**config.mk**
```make
export PLATFORM = sky130hd
export DESIGN_NAME = json_stream_validator_unit
export DESIGN_NICKNAME = d
export VERILOG_FILES = /design/src/rtl/core/jsv_pkg.sv /design/src/rtl/core/json_stream_validator_unit.sv /design/src/rtl/core/jsv_front.sv /design/src/rtl/core/jsv_back.sv
export SDC_FILE = /design/constraint.sdc
export NUM_CORES = 1
export LEC_CHECK = 0
export ABC_AREA = 1
export BUFFER_PORTS_ARGS = -buffer_cell sky130_fd_sc_hd__buf_2
export CAP_MARGIN = 40
export CORE_ASPECT_RATIO = 0.9
export CORE_MARGIN = 5
export CORE_UTILIZATION = 55
export DETAILED_ROUTE_END_ITERATION = 10
export PLACE_DENSITY = 0.78
export SETUP_SLACK_MARGIN = 0.3
export SLEW_MARGIN = 0
export SYNTH_ARGS = -nofsm -noshare
export SYNTH_HDL_FRONTEND = slang
export SYNTH_SLANG_ARGS = --single-unit
```
**constraint.sdc**
```tcl
create_clock -name i_clk -period 8.7 [get_ports i_clk]
set_input_delay 1.74 -clock i_clk [delete_from_list [all_inputs] [get_ports i_clk]]
set_output_delay 1.74 -clock i_clk [all_outputs]
set_load 0.02 [all_outputs]
```
**src/rtl/core/jsv_pkg.sv**
```systemverilog
`default_nettype none
package jsv_pkg;

    localparam logic [4:0] EV_SKIP     = 5'd0;
    localparam logic [4:0] EV_OBJOPEN  = 5'd1;
    localparam logic [4:0] EV_OBJCLOSE = 5'd2;
    localparam logic [4:0] EV_ARROPEN  = 5'd3;
    localparam logic [4:0] EV_ARRCLOSE = 5'd4;
    localparam logic [4:0] EV_STRSTART = 5'd5;
    localparam logic [4:0] EV_CHAR     = 5'd6;
    localparam logic [4:0] EV_STREND   = 5'd7;
    localparam logic [4:0] EV_COLON    = 5'd8;
    localparam logic [4:0] EV_COMMA    = 5'd9;
    localparam logic [4:0] EV_LITCHAR  = 5'd10;
    localparam logic [4:0] EV_NUMCHAR  = 5'd14;
    localparam logic [4:0] EV_ESCAPE   = 5'd15;
    localparam logic [4:0] EV_DONE     = 5'd16;
    localparam logic [4:0] EV_ERROR    = 5'd17;

    localparam logic [3:0] ERR_NONE      = 4'd0;
    localparam logic [3:0] ERR_VALSTART  = 4'd1;
    localparam logic [3:0] ERR_SEP       = 4'd2;
    localparam logic [3:0] ERR_NUMBER    = 4'd3;
    localparam logic [3:0] ERR_ESCAPE    = 4'd4;
    localparam logic [3:0] ERR_UNICODE   = 4'd5;
    localparam logic [3:0] ERR_EARLY_END = 4'd6;
    localparam logic [3:0] ERR_EXTRA     = 4'd7;
    localparam logic [3:0] ERR_TOO_DEEP  = 4'd8;
    localparam logic [3:0] ERR_LITERAL   = 4'd9;

    localparam logic [3:0] M_TOP       = 4'd0;
    localparam logic [3:0] M_VALUE     = 4'd1;
    localparam logic [3:0] M_ARR_FIRST = 4'd2;
    localparam logic [3:0] M_OBJ_FIRST = 4'd3;
    localparam logic [3:0] M_KEY       = 4'd4;
    localparam logic [3:0] M_COLON     = 4'd5;
    localparam logic [3:0] M_AFTER     = 4'd6;
    localparam logic [3:0] M_STRING    = 4'd7;
    localparam logic [3:0] M_ESCAPE    = 4'd8;
    localparam logic [3:0] M_LITERAL   = 4'd9;
    localparam logic [3:0] M_NUMBER    = 4'd10;

    // byte classes found by the front end
    localparam logic [3:0] C_OTHER  = 4'd0;
    localparam logic [3:0] C_WS     = 4'd1;
    localparam logic [3:0] C_LBRACE = 4'd2;
    localparam logic [3:0] C_RBRACE = 4'd3;
    localparam logic [3:0] C_LBRACK = 4'd4;
    localparam logic [3:0] C_RBRACK = 4'd5;
    localparam logic [3:0] C_QUOTE  = 4'd6;
    localparam logic [3:0] C_BSLASH = 4'd7;
    localparam logic [3:0] C_COLON  = 4'd8;
    localparam logic [3:0] C_COMMA  = 4'd9;
    localparam logic [3:0] C_MINUS  = 4'd10;
    localparam logic [3:0] C_ZERO   = 4'd11;
    localparam logic [3:0] C_DIGIT  = 4'd12;
    localparam logic [3:0] C_DOT    = 4'd13;
    localparam logic [3:0] C_EXP    = 4'd14;
    localparam logic [3:0] C_PLUS   = 4'd15;

    typedef struct packed {
        logic [7:0] text_byte;
        logic       end_of_text;
        logic [3:0] cls;
    } t_item;

    typedef struct packed {
        logic [4:0] event_res;
        logic [7:0] char_value;
        logic       is_key;
        logic [6:0] nesting_depth;
        logic       number_done;
        logic       number_is_real;
        logic [3:0] error_code;
        logic       document_done;
    } t_result;

    function automatic logic [7:0] lit_char(input logic [1:0] kind, input logic [2:0] idx);
        logic [7:0] c;
        c = 8'd0;
        unique case (kind)
            2'd1: unique case (idx)
                3'd0: c = "t"; 3'd1: c = "r"; 3'd2: c = "u"; 3'd3: c = "e";
                default: c = 8'd0;
            endcase
            2'd2: unique case (idx)
                3'd0: c = "f"; 3'd1: c = "a"; 3'd2: c = "l"; 3'd3: c = "s";
                3'd4: c = "e";
                default: c = 8'd0;
            endcase
            2'd3: unique case (idx)
                3'd0: c = "n"; 3'd1: c = "u"; 3'd2: c = "l"; 3'd3: c = "l";
                default: c = 8'd0;
            endcase
            default: c = 8'd0;
        endcase
        return c;
    endfunction

    function automatic logic [2:0] lit_len(input logic [1:0] kind);
        logic [2:0] n;
        unique case (kind)
            2'd1: n = 3'd4;
            2'd2: n = 3'd5;
            2'd3: n = 3'd4;
            default: n = 3'd0;
        endcase
        return n;
    endfunction

endpackage
`default_nettype wire

```
**src/rtl/core/json_stream_validator_unit.sv**
```systemverilog
// Streaming JSON validator: one text byte per transfer in, one event per transfer out,
// sustained at one byte per clock as long as each event is popped. A byte is classified
// and queued in a two-entry front queue, then the parser stage updates its mode and
// container stack and registers the event in its output register. The parser step
// (mode update plus a registered top-of-stack bit) sets the rate.
// The user must write the depth limit register only while the block is idle; the block
// itself does not enforce this. The effective limit is min(depth_limit, MAX_NESTING).
`default_nettype none
module json_stream_validator_unit #(
    parameter int MAX_NESTING = 64
) (
    input  wire logic       i_clk,
    input  wire logic       i_rst_n,
    input  wire logic       push,
    output logic            full,
    input  wire logic [7:0] i_text_byte,
    input  wire logic       i_end_of_text,
    output logic            empty,
    input  wire logic       pop,
    output logic [4:0]      o_event_res,
    output logic [7:0]      o_char_value,
    output logic            o_is_key,
    output logic [6:0]      o_nesting_depth,
    output logic            o_number_done,
    output logic            o_number_is_real,
    output logic [3:0]      o_error_code,
    output logic            o_document_done,
    input  wire logic       i_cfg_we,
    input  wire logic [6:0] i_cfg_data
);
    jsv_pkg::t_item   item;
    jsv_pkg::t_result res;
    logic             item_vld, take;

    jsv_front u_front (
        .i_clk(i_clk), .i_rst_n(i_rst_n), .i_push(push), .o_full(full),
        .i_text_byte(i_text_byte), .i_end_of_text(i_end_of_text),
        .o_item(item), .o_valid(item_vld), .i_take(take)
    );

    jsv_back #(.MAX_NESTING(MAX_NESTING)) u_back (
        .i_clk(i_clk), .i_rst_n(i_rst_n), .i_cfg_we(i_cfg_we), .i_cfg_data(i_cfg_data),
        .i_item(item), .i_valid(item_vld), .o_take(take),
        .o_res(res), .o_empty(empty), .i_pop(pop)
    );

    assign o_event_res      = res.event_res;
    assign o_char_value     = res.char_value;
    assign o_is_key         = res.is_key;
    assign o_nesting_depth  = res.nesting_depth;
    assign o_number_done    = res.number_done;
    assign o_number_is_real = res.number_is_real;
    assign o_error_code     = res.error_code;
    assign o_document_done  = res.document_done;
endmodule
`default_nettype wire

```
**src/rtl/core/jsv_front.sv**
```systemverilog
`default_nettype none
module jsv_front (
    input  wire logic            i_clk,
    input  wire logic            i_rst_n,
    input  wire logic            i_push,
    output logic                 o_full,
    input  wire logic [7:0]      i_text_byte,
    input  wire logic            i_end_of_text,
    output jsv_pkg::t_item       o_item,
    output logic                 o_valid,
    input  wire logic            i_take
);
    // two-entry queue of classified bytes
    jsv_pkg::t_item r_q [2];
    logic [1:0] r_cnt, n_cnt;
    logic       r_rd, r_wr;
    logic [3:0] cls;
    logic       wr_en, rd_en;

    always_comb begin
        priority case (i_text_byte)
            8'h20, 8'h09, 8'h0a, 8'h0d: cls = jsv_pkg::C_WS;
            "{": cls = jsv_pkg::C_LBRACE;
            "}": cls = jsv_pkg::C_RBRACE;
            "[": cls = jsv_pkg::C_LBRACK;
            "]": cls = jsv_pkg::C_RBRACK;
            8'h22: cls = jsv_pkg::C_QUOTE;
            8'h5c: cls = jsv_pkg::C_BSLASH;
            ":": cls = jsv_pkg::C_COLON;
            ",": cls = jsv_pkg::C_COMMA;
            "-": cls = jsv_pkg::C_MINUS;
            "+": cls = jsv_pkg::C_PLUS;
            "0": cls = jsv_pkg::C_ZERO;
            "1", "2", "3", "4", "5", "6", "7", "8", "9": cls = jsv_pkg::C_DIGIT;
            ".": cls = jsv_pkg::C_DOT;
            "e", "E": cls = jsv_pkg::C_EXP;
            default: cls = jsv_pkg::C_OTHER;
        endcase
    end

    assign o_full  = (r_cnt == 2'd2);
    assign o_valid = (r_cnt != 2'd0);
    assign o_item  = r_q[r_rd];
    assign wr_en   = i_push && !o_full;
    assign rd_en   = i_take && o_valid;
    assign n_cnt   = r_cnt + {1'b0, wr_en} - {1'b0, rd_en};

    always_ff @(posedge i_clk) begin
        if (!i_rst_n) begin
            r_cnt <= 2'd0;
            r_rd  <= 1'b0;
            r_wr  <= 1'b0;
        end else begin
            r_cnt <= n_cnt;
            if (wr_en) r_wr <= ~r_wr;
            if (rd_en) r_rd <= ~r_rd;
        end
    end

    always_ff @(posedge i_clk) begin
        if (wr_en) begin
            r_q[r_wr] <= '{text_byte: i_text_byte, end_of_text: i_end_of_text, cls: cls};
        end
    end

    property p_no_overflow;
        @(posedge i_clk) disable iff (!i_rst_n) (r_cnt == 2'd2) |-> !wr_en || rd_en;
    endproperty
    a_no_overflow: assert property (p_no_overflow) else $error("front queue overflow");

    a_cnt_range: assert property (@(posedge i_clk) disable iff (!i_rst_n) r_cnt != 2'd3)
        else $error("front queue count out of range");

    a_ptr_match: assert property (@(posedge i_clk) disable iff (!i_rst_n)
        (r_cnt == 2'd0 || r_cnt == 2'd2) |-> r_rd == r_wr)
        else $error("front queue pointers disagree with count");
endmodule
`default_nettype wire

```
**src/rtl/core/jsv_back.sv**
```systemverilog
`default_nettype none
module jsv_back #(
    parameter int MAX_NESTING = 64
) (
    input  wire logic            i_clk,
    input  wire logic            i_rst_n,
    input  wire logic            i_cfg_we,
    input  wire logic [6:0]      i_cfg_data,
    input  jsv_pkg::t_item       i_item,
    input  wire logic            i_valid,
    output logic                 o_take,
    output jsv_pkg::t_result     o_res,
    output logic                 o_empty,
    input  wire logic            i_pop
);
    localparam int AW = (MAX_NESTING > 1) ? $clog2(MAX_NESTING) : 1;
    localparam int DW = $clog2(MAX_NESTING + 1);

    logic             r_stack [MAX_NESTING];
    logic [DW-1:0]    r_depth, n_depth;
    logic [3:0]       r_mode, n_mode;
    logic [1:0]       r_lkind, n_lkind;
    logic [2:0]       r_lidx, n_lidx;
    logic [2:0]       r_nph, n_nph;
    logic             r_nreal, n_nreal;
    logic             r_inkey, n_inkey;
    logic             r_err, n_err;
    logic [6:0]       r_limit;
    logic             r_out_vld;
    jsv_pkg::t_result r_out, res;
    logic             push_en, push_val, pop_en;
    logic [AW-1:0]    push_idx, rd_idx;
    logic             r_top, r_below;
    logic             top_obj;
    logic             step;

    assign o_empty = !r_out_vld;
    assign o_res   = r_out;
    assign o_take  = !r_out_vld || i_pop;
    assign step    = i_valid && o_take;
    assign push_idx = AW'(r_depth);
    // entry two below the top, fetched when a close exposes the next one
    assign rd_idx  = AW'(r_depth - DW'(3));
    assign top_obj = r_top;

    always_comb begin
        logic [7:0] c;
        logic [3:0] k;
        logic       ws, val_path, after_path, num_ok, open_ok;
        logic [2:0] nx;
        logic [DW:0] lim;
        c = i_item.text_byte;
        k = i_item.cls;
        ws = (k == jsv_pkg::C_WS);
        res = '0;
        n_depth = r_depth; n_mode = r_mode; n_lkind = r_lkind; n_lidx = r_lidx;
        n_nph = r_nph; n_nreal = r_nreal; n_inkey = r_inkey; n_err = r_err;
        push_en = 1'b0; push_val = 1'b0; pop_en = 1'b0;
        val_path = 1'b0; after_path = 1'b0;
        nx = 3'd0; num_ok = 1'b0;
        lim = (int'(r_limit) > MAX_NESTING) ? (DW+1)'(MAX_NESTING) : (DW+1)'(r_limit);
        open_ok = ({1'b0, r_depth} < lim);

        if (i_item.end_of_text) begin
            if (r_err) begin
                res.event_res = jsv_pkg::EV_DONE;
            end else if (r_depth == '0 && r_mode == jsv_pkg::M_AFTER) begin
                res.event_res = jsv_pkg::EV_DONE;
                res.document_done = 1'b1;
            end else if (r_depth == '0 && r_mode == jsv_pkg::M_NUMBER &&
                         (r_nph == 3'd1 || r_nph == 3'd2 || r_nph == 3'd4 || r_nph == 3'd7)) begin
                res.event_res = jsv_pkg::EV_DONE;
                res.document_done = 1'b1;
                res.number_done = 1'b1;
                res.number_is_real = r_nreal;
            end else begin
                res.event_res = jsv_pkg::EV_ERROR;
                res.error_code = jsv_pkg::ERR_EARLY_END;
            end
            n_mode = jsv_pkg::M_TOP; n_depth = '0; n_lkind = '0; n_lidx = '0;
            n_nph = '0; n_nreal = 1'b0; n_inkey = 1'b0; n_err = 1'b0;
        end else if (!r_err) begin
            unique case (r_mode)
                jsv_pkg::M_TOP, jsv_pkg::M_VALUE: val_path = 1'b1;
                jsv_pkg::M_ARR_FIRST: begin
                    if (k == jsv_pkg::C_RBRACK) begin
                        n_depth = r_depth - DW'(1);
                        pop_en = 1'b1;
                        res.event_res = top_obj ? jsv_pkg::EV_OBJCLOSE : jsv_pkg::EV_ARRCLOSE;
                        n_mode = jsv_pkg::M_AFTER;
                    end else val_path = 1'b1;
                end
                jsv_pkg::M_OBJ_FIRST, jsv_pkg::M_KEY: begin
                    if (r_mode == jsv_pkg::M_OBJ_FIRST && k == jsv_pkg::C_RBRACE) begin
                        n_depth = r_depth - DW'(1);
                        pop_en = 1'b1;
                        res.event_res = top_obj ? jsv_pkg::EV_OBJCLOSE : jsv_pkg::EV_ARRCLOSE;
                        n_mode = jsv_pkg::M_AFTER;
                    end else if (k == jsv_pkg::C_QUOTE) begin
                        n_inkey = 1'b1;
                        res.event_res = jsv_pkg::EV_STRSTART;
                        res.is_key = 1'b1;
                        n_mode = jsv_pkg::M_STRING;
                    end else if (!ws) begin
                        res.event_res = jsv_pkg::EV_ERROR;
                        res.error_code = jsv_pkg::ERR_SEP;
                        n_err = 1'b1;
                    end
                end
                jsv_pkg::M_COLON: begin
                    if (k == jsv_pkg::C_COLON) begin
                        res.event_res = jsv_pkg::EV_COLON;
                        n_mode = jsv_pkg::M_VALUE;
                    end else if (!ws) begin
                        res.event_res = jsv_pkg::EV_ERROR;
                        res.error_code = jsv_pkg::ERR_SEP;
                        n_err = 1'b1;
                    end
                end
                jsv_pkg::M_AFTER: after_path = 1'b1;
                jsv_pkg::M_STRING: begin
                    res.is_key = r_inkey;
                    if (k == jsv_pkg::C_BSLASH) begin
                        res.event_res = jsv_pkg::EV_ESCAPE;
                        n_mode = jsv_pkg::M_ESCAPE;
                    end else if (k == jsv_pkg::C_QUOTE) begin
                        res.event_res = jsv_pkg::EV_STREND;
                        n_mode = r_inkey ? jsv_pkg::M_COLON : jsv_pkg::M_AFTER;
                        n_inkey = 1'b0;
                    end else begin
                        res.event_res = jsv_pkg::EV_CHAR;
                        res.char_value = c;
                    end
                end
                jsv_pkg::M_ESCAPE: begin
                    res.event_res = jsv_pkg::EV_CHAR;
                    res.is_key = r_inkey;
                    n_mode = jsv_pkg::M_STRING;
                    priority case (c)
                        8'h22, 8'h5c, "/": res.char_value = c;
                        "b": res.char_value = 8'h08;
                        "f": res.char_value = 8'h0c;
                        "n": res.char_value = 8'h0a;
                        "r": res.char_value = 8'h0d;
                        "t": res.char_value = 8'h09;
                        default: begin
                            res = '0;
                            res.event_res = jsv_pkg::EV_ERROR;
                            res.error_code = (c == "u") ? jsv_pkg::ERR_UNICODE
                                                        : jsv_pkg::ERR_ESCAPE;
                            n_err = 1'b1;
                            n_mode = r_mode;
                        end
                    endcase
                end
                jsv_pkg::M_LITERAL: begin
                    if (r_lkind == 2'd0 || r_lidx >= jsv_pkg::lit_len(r_lkind) ||
                        c != jsv_pkg::lit_char(r_lkind, r_lidx)) begin
                        res.event_res = jsv_pkg::EV_ERROR;
                        res.error_code = jsv_pkg::ERR_LITERAL;
                        n_err = 1'b1;
                    end else if (r_lidx + 3'd1 == jsv_pkg::lit_len(r_lkind)) begin
                        res.event_res = jsv_pkg::EV_LITCHAR + {3'd0, r_lkind};
                        n_lkind = '0; n_lidx = '0;
                        n_mode = jsv_pkg::M_AFTER;
                    end else begin
                        res.event_res = jsv_pkg::EV_LITCHAR;
                        n_lidx = r_lidx + 3'd1;
                    end
                end
                jsv_pkg::M_NUMBER: begin
                    num_ok = 1'b1;
                    unique case (r_nph)
                        3'd0: if (k == jsv_pkg::C_ZERO) nx = 3'd1;
                              else if (k == jsv_pkg::C_DIGIT) nx = 3'd2;
                              else num_ok = 1'b0;
                        3'd6: if (k == jsv_pkg::C_ZERO || k == jsv_pkg::C_DIGIT) nx = 3'd7;
                              else num_ok = 1'b0;
                        3'd3: if (k == jsv_pkg::C_ZERO || k == jsv_pkg::C_DIGIT) nx = 3'd4;
                              else num_ok = 1'b0;
                        3'd5: if (k == jsv_pkg::C_PLUS || k == jsv_pkg::C_MINUS) nx = 3'd6;
                              else if (k == jsv_pkg::C_ZERO || k == jsv_pkg::C_DIGIT) nx = 3'd7;
                              else num_ok = 1'b0;
                        default: begin
                            if ((k == jsv_pkg::C_ZERO || k == jsv_pkg::C_DIGIT) && r_nph != 3'd1)
                                nx = r_nph;
                            else if (k == jsv_pkg::C_DOT && (r_nph == 3'd1 || r_nph == 3'd2))
                                nx = 3'd3;
                            else if (k == jsv_pkg::C_EXP && r_nph != 3'd7)
                                nx = 3'd5;
                            else num_ok = 1'b0;
                        end
                    endcase
                    if (num_ok) begin
                        if (nx == 3'd3 || nx == 3'd5) n_nreal = 1'b1;
                        n_nph = nx;
                        res.event_res = jsv_pkg::EV_NUMCHAR;
                    end else if (!(r_nph == 3'd1 || r_nph == 3'd2 || r_nph == 3'd4 ||
                                   r_nph == 3'd7)) begin
                        res.event_res = jsv_pkg::EV_ERROR;
                        res.error_code = jsv_pkg::ERR_NUMBER;
                        n_err = 1'b1;
                    end else begin
                        res.number_done = 1'b1;
                        res.number_is_real = r_nreal;
                        n_mode = jsv_pkg::M_AFTER;
                        after_path = 1'b1;
                    end
                end
                default: begin
                    res.event_res = jsv_pkg::EV_ERROR;
                    res.error_code = jsv_pkg::ERR_VALSTART;
                    n_err = 1'b1;
                end
            endcase

            if (val_path && !ws) begin
                priority case (k)
                    jsv_pkg::C_LBRACE, jsv_pkg::C_LBRACK: begin
                        if (!open_ok) begin
                            res.event_res = jsv_pkg::EV_ERROR;
                            res.error_code = jsv_pkg::ERR_TOO_DEEP;
                            n_err = 1'b1;
                        end else begin
                            push_en = 1'b1;
                            push_val = (k == jsv_pkg::C_LBRACE);
                            n_depth = r_depth + DW'(1);
                            res.event_res = push_val ? jsv_pkg::EV_OBJOPEN
                                                     : jsv_pkg::EV_ARROPEN;
                            n_mode = push_val ? jsv_pkg::M_OBJ_FIRST : jsv_pkg::M_ARR_FIRST;
                        end
                    end
                    jsv_pkg::C_QUOTE: begin
                        n_inkey = 1'b0;
                        res.event_res = jsv_pkg::EV_STRSTART;
                        n_mode = jsv_pkg::M_STRING;
                    end
                    jsv_pkg::C_MINUS, jsv_pkg::C_ZERO, jsv_pkg::C_DIGIT: begin
                        n_nph = (k == jsv_pkg::C_MINUS) ? 3'd0 :
                                (k == jsv_pkg::C_ZERO) ? 3'd1 : 3'd2;
                        n_nreal = 1'b0;
                        res.event_res = jsv_pkg::EV_NUMCHAR;
                        n_mode = jsv_pkg::M_NUMBER;
                    end
                    default: begin
                        if (c == "t" || c == "f" || c == "n") begin
                            n_lkind = (c == "t") ? 2'd1 : (c == "f") ? 2'd2 : 2'd3;
                            n_lidx = 3'd1;
                            res.event_res = jsv_pkg::EV_LITCHAR;
                            n_mode = jsv_pkg::M_LITERAL;
                        end else begin
                            res.event_res = jsv_pkg::EV_ERROR;
                            res.error_code = jsv_pkg::ERR_VALSTART;
                            n_err = 1'b1;
                        end
                    end
                endcase
            end

            if (after_path && !ws) begin
                if (r_depth == '0) begin
                    res.event_res = jsv_pkg::EV_ERROR;
                    res.error_code = jsv_pkg::ERR_EXTRA;
                    n_err = 1'b1;
                end else if (k == jsv_pkg::C_COMMA) begin
                    res.event_res = jsv_pkg::EV_COMMA;
                    n_mode = top_obj ? jsv_pkg::M_KEY : jsv_pkg::M_VALUE;
                end else if ((k == jsv_pkg::C_RBRACE && top_obj) ||
                             (k == jsv_pkg::C_RBRACK && !top_obj)) begin
                    n_depth = r_depth - DW'(1);
                    pop_en = 1'b1;
                    res.event_res = top_obj ? jsv_pkg::EV_OBJCLOSE : jsv_pkg::EV_ARRCLOSE;
                    n_mode = jsv_pkg::M_AFTER;
                end else begin
                    res.event_res = jsv_pkg::EV_ERROR;
                    res.error_code = jsv_pkg::ERR_SEP;
                    n_err = 1'b1;
                end
            end
        end
        res.nesting_depth = 7'(n_depth);
    end

    always_ff @(posedge i_clk) begin
        if (!i_rst_n) begin
            r_depth <= '0; r_mode <= jsv_pkg::M_TOP; r_lkind <= '0; r_lidx <= '0;
            r_nph <= '0; r_nreal <= 1'b0; r_inkey <= 1'b0; r_err <= 1'b0;
            r_limit <= 7'd64;
            r_out_vld <= 1'b0;
            r_top <= 1'b0;
        end else begin
            if (i_cfg_we) r_limit <= i_cfg_data;
            if (step) begin
                r_depth <= n_depth; r_mode <= n_mode; r_lkind <= n_lkind;
                r_lidx <= n_lidx; r_nph <= n_nph; r_nreal <= n_nreal;
                r_inkey <= n_inkey; r_err <= n_err;
                if (push_en) r_top <= push_val;
                else if (pop_en) r_top <= r_below;
            end
            if (step) r_out_vld <= 1'b1;
            else if (i_pop) r_out_vld <= 1'b0;
        end
    end

    always_ff @(posedge i_clk) begin
        if (step) r_out <= res;
        // keep the entry under the top ready for the next close
        if (step && push_en) begin
            r_stack[push_idx] <= push_val;
            r_below <= r_top;
        end else if (step && pop_en) begin
            r_below <= r_stack[rd_idx];
        end
    end

    a_depth_max: assert property (@(posedge i_clk) disable iff (!i_rst_n)
        {1'b0, r_depth} <= (DW+1)'(MAX_NESTING))
        else $error("nesting depth above maximum");

    a_hold_out: assert property (@(posedge i_clk) disable iff (!i_rst_n)
        (r_out_vld && !i_pop) |=> r_out_vld && $stable(r_out))
        else $error("result changed while waiting");

    a_error_skips: assert property (@(posedge i_clk) disable iff (!i_rst_n)
        (step && r_err && !i_item.end_of_text) |-> res.event_res == jsv_pkg::EV_SKIP)
        else $error("byte after error not skipped");

    a_end_resets: assert property (@(posedge i_clk) disable iff (!i_rst_n)
        (step && i_item.end_of_text) |=> r_depth == '0 && !r_err && r_mode == jsv_pkg::M_TOP)
        else $error("end marker did not reset parser");
endmodule
`default_nettype wire
```
==> flow_metrics.py <==
metrics = {
    "drt": {
        "wl_per_cell_um": 17.19,
        "ant_nets": 0,
        "num_vias": 8662,
        "drt_iter0_markers": 1041,
        "viasPerCell": 5.925,
        "wirelength_um": 25130,
        "firstDrtPassIters": 5,
        "route.detailed.drc": 0,
    },
    "global_route": {
        "grt_max_degree": 65,
        "globalRouteOverflowTotal": 0,
        "antenna_found_initial": 0,
        "grt_pass1_vias": 7947,
        "grt_pass1_wl_um": 40330,
        "track_usage_pct": 25.51,
    },
    "sta": {
        "grt_setup_unrepaired": "false",
        "worst_slew_pin_slew_ns": 0.8575,
        "finalMaxSlewViolations": 0,
        "period_share_pct": 41.21,
        "min_period_ns": 3.585,
        "tns_ns": 0,
        "finalSetupViolations": 0,
        "slew_headroom_pct": 42.77,
        "max_clock_freq_mhz": 279.0,
        "fin_skew_ns": 0.008182,
        "hold_viol_final": 0,
    },
    "clocking": {
        "cts_buffers": 17,
        "cts_max_level": 4,
        "post_cts_buffers": 0,
        "insertion_delay_ns": 0.43,
        "cts.clk_slew.worst_paths_ns": 0.06,
        "root_buffer": "clkbuf_16",
        "numClockSinks": 155,
        "cts_hold_buf": 0,
        "post_cts_resized": 0,
        "cts_tree": "yes",
        "cts_buffer_depth": 2,
    },
    "pwr": {
        "p_per_area_nw_per_um2": 276.5,
        "sequentialPowerShare_pct": 34.0,
        "switching_share_pct": 40.60,
        "p_sw_w": 0.001172,
        "power_frac_comb_pct": 38.7,
        "vdd_ir_drop_max_mv": 0.2092,
        "cellInternalPower_w": 0.001715,
        "leakage_nw": 4.366,
        "p_clk_share_pct": 27.2,
        "design_power_total_w": 0.002887,
    },
    "setup_path": {
        "end_kind": "flip-flop",
        "cp_data_required_time_ns": 8.98,
        "crit_path_max_incr_delay_ns": 0.54,
        "worst-path-max-fanout": 27,
        "crit_chain": "buf_2 > nor2_1 > a21oi_4 > buf_4 > nand2_1 > inv_1 > nor2_1 > a21oi_1 > a21oi_1",
        "cp_slowest_cell": "nand2_1",
        "worstSetupPathType": "in2reg",
        "cp.arrival_ns": 3.86,
        "critPathLaunchType": "input pin",
    },
    "final_layout": {
        "multi_input_area_um2": 4493,
        "synthToLayoutAreaGrowth_pct": 11.22,
        "antenna_cells": 0,
        "regArea_um2": 4294,
        "nFillCells": 1426,
        "nNetsFinal": 1282,
        "final_util_pct": 62.04,
        "drive_gt1_share_pct": 13.43,
    },
    "floorplanning": {
        "io_pins": 51,
        "core_area_um2": 16830,
        "fp.dieH_um": 134.0,
        "rows": 45,
        "die_w_um": 147.7,
        "die-area_um2": 19790,
        "start_util_pct": 55.78,
    },
    "synthesis": {
        "yosys_warnings": 0,
        "yosysSeqAreaShare_pct": 45.73,
        "synthTopCellsByArea": "edfxtp_1 (38%), nand2_1 (10%), nor2_1 (8.2%)",
        "syn_inst": 1193,
        "synth_edf_count": 119,
        "yosysTopAreaCellShare_pct": 38.05,
        "synthesis.area_um2": 9390,
        "avgSynthCellArea_um2": 7.871,
        "yosys-top-cells-count": "nand2_1 (262), nor2_1 (204), edfxtp_1 (119), inv_1 (102), o21ai_0 (102)",
        "yosysMostFrequentCell": "nand2_1",
        "synthArstFlopShare_pct": 0,
        "ys.flop_type": "edfxtp_1",
        "synth_seq_cells": 155,
        "syn-num-nets": 1237,
        "ys_types": 54,
        "yosys.area.top_type": "edfxtp_1",
    },
    "placement": {
        "port_buffers": 50,
        "place.gp.congestion": 1.037,
        "hpwlAfterDp_um": 17800,
    },
    "status": {
        "status": "finished, final reports clean",
    },
    "min_path": {
        "min_path_type": "reg2reg",
    },
    "job": {
        "cap_violations": 0,
    },
}
[power groups by stage]
stage / sequential [W] / combinational (W) / clock (W)
after floorplan: 0.00105 / 0.000737 / 0
after global placement: 0.000995 / 0.00107 / 0
after detailed placement: 0.000996 / 0.00108 / 0
after CTS: 0.000982 / 0.00109 / 0.000794
after global routing: 0.000993 / 0.00122 / 0.000825
final: 0.000983 / 0.00112 / 0.000786
[cells in the final DEF (no fill, tap or decap), types with 3 or more instances in the layout]
| cell type | netlist | final |
|---|---|---|
| a21oi_1 | 46 | 45 |
| nor3_1 | 16 | 16 |
| nor2_1 | 204 | 204 |
| clkinvlp_4 | 0 | 3 |
| edfxtp_1 | 119 | 119 |
| a31oi_1 | 7 | 7 |
| nand4_4 | 4 | 4 |
| clkinv_1 | 2 | 3 |
| o221ai_1 | 9 | 9 |
| clkbuf_1 | 17 | 3 |
| dfxtp_1 | 36 | 36 |
| bufinv_16 | 0 | 4 |
| clkbuf_16 | 0 | 17 |
| o22ai_1 | 9 | 9 |
| buf_4 | 1 | 6 |
| nand3_2 | 5 | 5 |
| nor2_4 | 5 | 5 |
| o21ai_2 | 4 | 4 |
| nand2_1 | 262 | 262 |
| nand2_2 | 24 | 24 |
| xor2_1 | 12 | 12 |
| inv_1 | 102 | 102 |
| o21ai_1 | 9 | 9 |
| nand3_1 | 72 | 72 |
| o211ai_1 | 15 | 15 |
| ha_1 | 23 | 23 |
| o2111ai_1 | 4 | 4 |
| o21ai_0 | 102 | 102 |
| buf_2 | 10 | 50 |
| nor2_2 | 12 | 12 |
| inv_2 | 15 | 15 |
| nand4_1 | 13 | 13 |
[metal layers]
layer	up-vias	global-route usage [%]	routed length, um
li1	4118	-	-
met1	4038	38.37	11370
met2	466	36.74	10820
met3	40	5.372	2524
met4	0	8.489	415
met5	-	0	0
[state kept, by name, summed over array words and instances (netlist names), 2 cells and up, named ones only]
register,count
u_back.o_res,28
u_back.r_depth,7
u_back.r_lkind,2
u_front.r_q,26
u_back.r_nph,3
u_back.r_stack,64
u_back.r_mode,4
u_back.r_lidx,3
u_front.r_cnt,2
u_back.r_limit,7
[worst paths after layout]
kind                          start                end  slack [ns]  cells after the start
setup / recovery                pop   u_back.r_mode[0]        5.12                      9
setup reg to reg  u_back.r_depth[4]  u_back.r_stack[6]        5.44                     11
hold reg to reg    u_front.r_cnt[1]   u_front.r_cnt[1]        0.46                      1
hold / removal     u_front.r_cnt[1]   u_front.r_cnt[1]        0.46                      1
[layout make-up]
type	count	area share, %
Clock inverter	11	1.617
Multi-Input combinational cell	885	43.02
Timing Repair Buffer	57	2.935
Sequential cell	155	41.12
Inverter	122	4.469
Clock buffer	21	4.313
Tap cell	211	2.528
[cells by family (layout without fill, tap and decap cells)]
group	after synthesis	after routing	share of synthesized area, %
XOR/XNOR	13	13	1.213
buffers and inverters	153	211	6.542
AO/OA/AOI/OAI	220	220	13.63
adder cells (fa/ha/maj)	23	23	3.065
flip-flops	155	155	45.73
AND/OR/NAND/NOR	629	629	29.82
[through the flow]
step | hold WS (ns) | worst slack [ns] | instance area, um^2 | instances
3_3_place_gp | 0.4345 | 4.500 | 9798 | 1427
4_1_cts | 0.4588 | 5.149 | 10440 | 1462
2_1_floorplan | 0.4217 | 4.500 | 9390 | 1193
3_5_place_dp | 0.4516 | 4.701 | 9824 | 1430
5_1_grt | 0.4792 | 4.969 | 10440 | 1462
6_report | 0.4593 | 5.115 | 10440 | 1462
[worst max-delay path: cells and delay by family]
family          cells  cell delay [ns]
simple gates        3             0.66
compound gates      3             0.66
buf+inv             3             0.79
No activity file was read; power rests on OpenSTA's default activity.
